<file path="config.mk">
export PLATFORM = sky130hd
export DESIGN_NAME = tle_ram
export DESIGN_NICKNAME = d
export VERILOG_FILES = /design/src/rtl/core/tle_ram.sv
export SDC_FILE = /design/constraint.sdc
export NUM_CORES = 1
export LEC_CHECK = 0
export BUFFER_PORTS_ARGS = -buffer_cell sky130_fd_sc_hd__buf_2
export CORE_ASPECT_RATIO = 2
export CORE_MARGIN = 1
export CORE_UTILIZATION = 50
export DETAILED_ROUTE_END_ITERATION = 8
export GPL_TIMING_DRIVEN = 0
export PLACE_DENSITY = 0.66
export SYNTH_ARGS = -nofsm -noshare
export SYNTH_HDL_FRONTEND = slang
export SYNTH_SLANG_ARGS = --single-unit
</file>
<file path="constraint.sdc">
create_clock -name clk_i -period 2.1 [get_ports clk_i]
set_clock_uncertainty 0.15 [all_clocks]
set_input_delay 0 -clock clk_i [delete_from_list [all_inputs] [get_ports clk_i]]
set_output_delay 0 -clock clk_i [all_outputs]
set_load 0.02 [all_outputs]
</file>
<file path="src/rtl/core/tle_ram.sv">
// Generic single-port-write, single-port-read RAM with registered read data.
// Standalone; no package dependency.
`default_nettype none

module tle_ram #(
  parameter int unsigned Width = 8,
  parameter int unsigned Depth = 32,
  parameter int unsigned AddrW = (Depth > 1) ? $clog2(Depth) : 1
) (
  input  wire logic             clk_i,
  input  wire logic             we_i,
  input  wire logic [AddrW-1:0] waddr_i,
  input  wire logic [Width-1:0] wdata_i,
  input  wire logic [AddrW-1:0] raddr_i,
  output logic      [Width-1:0] rdata_o
);

  logic [Width-1:0] mem_q [Depth];
  logic [Width-1:0] rdata_q;

  always_ff @(posedge clk_i) begin
    if (we_i) begin
      mem_q[waddr_i] <= wdata_i;
    end
    rdata_q <= mem_q[raddr_i];
  end

  assign rdata_o = rdata_q;

endmodule

`default_nettype wire

</file>
# [After elaboration in Yosys (flattened, before gate mapping)]
# Memories as Yosys holds them, arrays and structs flattened. A register that Yosys moved wholly into a read port is not among the register bits.
# Cells that the tools add are included.
[totals] register_bits=0 ramBits=256 in_bits=20 output_inout_bits=8 wordCells=3 memories=1
[op_classes] mux=2
[memory_table] name="mem_q" words=32 width=8 read_ports=1 rd_ports_with_merged_regs=1 write_ports=1 line_no="18" source="logic [Width-1:0] mem_q [Depth];"
[op_table] op="1-bit 2-to-1 mux" count=2

# [Logic depth before layout (Yosys ltp)]
[logic_depth] ltp_word=2 mapped_depth=5 mapped_depth_nobuf=3

# [Least setup slack after synthesis]
# No wires, ideal clock.
[synth_path] path_type="input port to flip-flop" startpoint="input port raddr_i[2]" endpoint="register rdata_q[0], in the netlist rdata_o[0], read port of mem_q" setup_ns=0.121 t_arrival_ns=1.682 required_time_ns=1.829 slack_ns=0.148 stages=5 n_path_buf=2 cell_sequence="clkbuf_1 clkbuf_1 mux4_2 mux4_2 mux2_2"
[synth_lines] item="from (decl)" line_no="14" source="input wire logic [AddrW-1:0] raddr_i,"
[synth_lines] item="to (decl)" line_no="19" source="logic [Width-1:0] rdata_q;"

==> key figures <==
Setup path
  • Reg2Reg Setup Slack: 110 ps
  • Crit path kind: register to register
  • RR Startpoint: mem_q[15][7]$_DFFE_PP_
  • CP max FO: 1
  • R2R cell count: 3
  • Arrival @ worst endpoint: 2240 ps
  • Crit. End Element: register
  • WP data required: 2350 ps
  • R2R Path End: rdata_o[7]$_DFF_P_
  • Critical Path Start Type: register

Yosys
  • Synth warn: 0
  • Net Count, Synth: 437
  • Yosys top cell by area: edfxtp_1
  • Synthesized instance count: 417
  • Sequential-to-total area share from yosys stat: 0.781
  • Share of the synthesized area in the top cell type: 0.765
  • Netlist cell types: 15
  • Synthesized area per cell: 24.1 um^2
  • Cell types occupying the most area after synthesis: edfxtp_1 76%, mux4_2 18%, dfxtp_1 1.6%
  • Flops & latches, synth: 264
  • Cell Area, Synth: 10100 um^2

CTS
  • Clock sinks: 264
  • CTS tree: yes
  • Clock slew at reported path FFs: 70 ps
  • CTS buffer count: 22
  • Clk_lat worst skew: 510 ps
  • Clock root buffer: clkbuf_16
  • CTS max path bufs: 3
  • Depth of the CTS H-tree: 1

Placed design
  • Cells after DPL: 701
  • HPWL Detailed: 14.2 mm
  • # port buffers: 22
  • Placed Area: 10500 um^2
  • Routability cong.: 0.798

Pwr
  • Total Power: 10700 uW
  • Comb pwr share: 0.056
  • Switching power: 2200 uW
  • Int Power: 8490 uW
  • Pwr dens: 940 nW/um^2
  • Clock power share: 0.394
  • Peak VDD IR: 1.08 mV
  • Net Sw Frac: 0.206
  • Flop pwr share: 0.549
  • Leak: 0.00355 uW

Run
  • Max-Cap Viols: 0

Min path
  • WHS Path Cells: 3
  • Hold Path Class: primary input to register
  • Start point of the worst hold path: waddr_i[3]
  • Worst Hold Endpoint: mem_q[29][5]$_DFFE_PP_

Die
  • Row count: 73
  • Core Area: 19800 um^2
  • Die Wd: 102 um
  • Initial Util: 0.507
  • Die area: 20700 um^2
  • Ports: 28
  • Die Height: 203 um

Finish
  • Finished Layout Cells: 753
  • N_diodes: 0
  • Commonest non-fill, non-tap cell in the layout: edfxtp_1
  • NumNets Final: 495
  • Area Growth Syn to Fin: 13.0%
  • Commonest cells after routing, fill and taps aside: 256 x edfxtp_1, 80 x mux4_2, 33 x nor2_1, 24 x buf_2, 23 x clkbuf_16
  • Final Instance Area: 11400 um^2
  • Proportion of layout cells with a drive suffix above 1: 0.332
  • Fill cells: 1450

Global routing
  • Gr usage total: 0.218
  • Vias in the first global route: 4783
  • Top Usage Layer GRT: met2
  • Wire length of the first global-routing pass: 30.8 mm
  • Pin count of the biggest net entering global routing: 33
  • M1 GR Usage: 0.235
  • Met3 Use GR: 0.0248
  • Total congestion overflow: 0
  • Grt met2 use: 0.417
  • Initial antenna violation count: 0

Detailed routing
  • Residual DRC: 0
  • TritonRoute pass-1 iters: 4
  • Via count: 4431
  • Via density: 5.88
  • Detail Route Antenna Nets: 0
  • Initial DRC Count: 299
  • Final wirelength: 20.9 mm
  • WL/cell: 27.8 um

Outcome
  • Status: finished clean

STA
  • Worst hold slack: 54.8 ps
  • RSZ-0062 raised after global routing: no
  • Actual slew at the worst max-slew pin: 847 ps
  • Worst rel slew slack: 0.433
  • Post-layout minimum cycle time: 1990 ps
  • # setup viols final: 0
  • Final Hold Fails: 0
  • Final Cycle Share: 0.947
  • Pins over their slew limit: 0
  • F_max: 0.503 GHz
==> through the flow <==
stage | setup WS [ps] | TNS [ps] | utilization
floorplan | 148 | 0 | -
global placement | -556 | -4300 | 0.529
detailed placement | -584 | -4550 | 0.529
CTS | 5.29 | 0 | 0.573
global route | 93.0 | 0 | 0.573
finish | 112 | 0 | 0.573
==> kinds of logic (layout without fill, tap and decap cells) <==
| group | count (synthesis) | after routing | synth area share |
|---|---|---|---|
| muxes | 88 | 88 | 0.188 |
| DFF | 264 | 264 | 0.781 |
| and+or+nand+nor | 45 | 45 | 0.0207 |
| buffers and inverters | 20 | 94 | 0.0106 |
==> flip-flops by register name, summed over array words and instances, names as in the netlist <==
name,count
rdata_o,8
mem_q,256
==> area by class of cell <==
type	instances	area, um^2	area share
Clock buffer	25	583	0.0513
Sequential cell	264	7850	0.691
Clock inverter	15	159	0.0140
Buffer	20	115	0.0101
Tap cell	262	328	0.0288
Multi-Input combinational cell	133	2100	0.185
Timing Repair Buffer	34	233	0.0205
==> cells in the mapped netlist <==
library cell,n
mux2_2,8
or3b_2,3
buf_4,6
buf_2,1
nand3_1,2
nand3b_1,5
dfxtp_1,8
nor2_1,33
nand2_1,1
or3_1,1
buf_6,1
mux4_2,80
clkbuf_1,6
buf_1,6
edfxtp_1,256
==> power groups by stage <==
stage               registers (uW)  logic (uW)  clock network (uW)
global placement              5980         579                   0
CTS                           5870         615                4270
global route                  5880         635                4460
finish                        5870         601                4220
detailed placement            5990         595                   0
floorplan                     6010         312                   0
==> metal layers <==
metal / up-vias / share of wire
met5: - / 0
li1: 1893 / -
met4: 0 / 0.039
met1: 2365 / 0.33
met3: 38 / 0.036
met2: 135 / 0.60
==> worst max-delay path, stage by stage, from the launching register on <==
cell      delay, ps
edfxtp_1        370
mux4_2          530
mux4_2          530
mux2_2          290
==> repair_timing <==
item / 4_1_cts / 5_1_grt
endpoints found under the setup margin: 7 / 8
endpoints found under the hold margin: 264 / 0
setup buffers: 0 / 0
gates resized for setup: 3 / 7
hold buffers: 12 / 0
==> how the worst max path moves through the flow <==
stage                           start                 end  slack, ps  cells after the start
3_5_place_dp               raddr_i[2]  rdata_o[4]$_DFF_P_       -580                      5
6_report       mem_q[15][7]$_DFFE_PP_  rdata_o[7]$_DFF_P_        110                      3
5_1_grt        mem_q[24][3]$_DFFE_PP_  rdata_o[3]$_DFF_P_         90                      3
2_1_floorplan              raddr_i[2]  rdata_o[0]$_DFF_P_        150                      5
3_3_place_gp               raddr_i[2]  rdata_o[2]$_DFF_P_       -560                      5
4_1_cts                    raddr_i[2]  rdata_o[3]$_DFF_P_          5                      5
No activity file was read; power rests on OpenSTA's default activity.
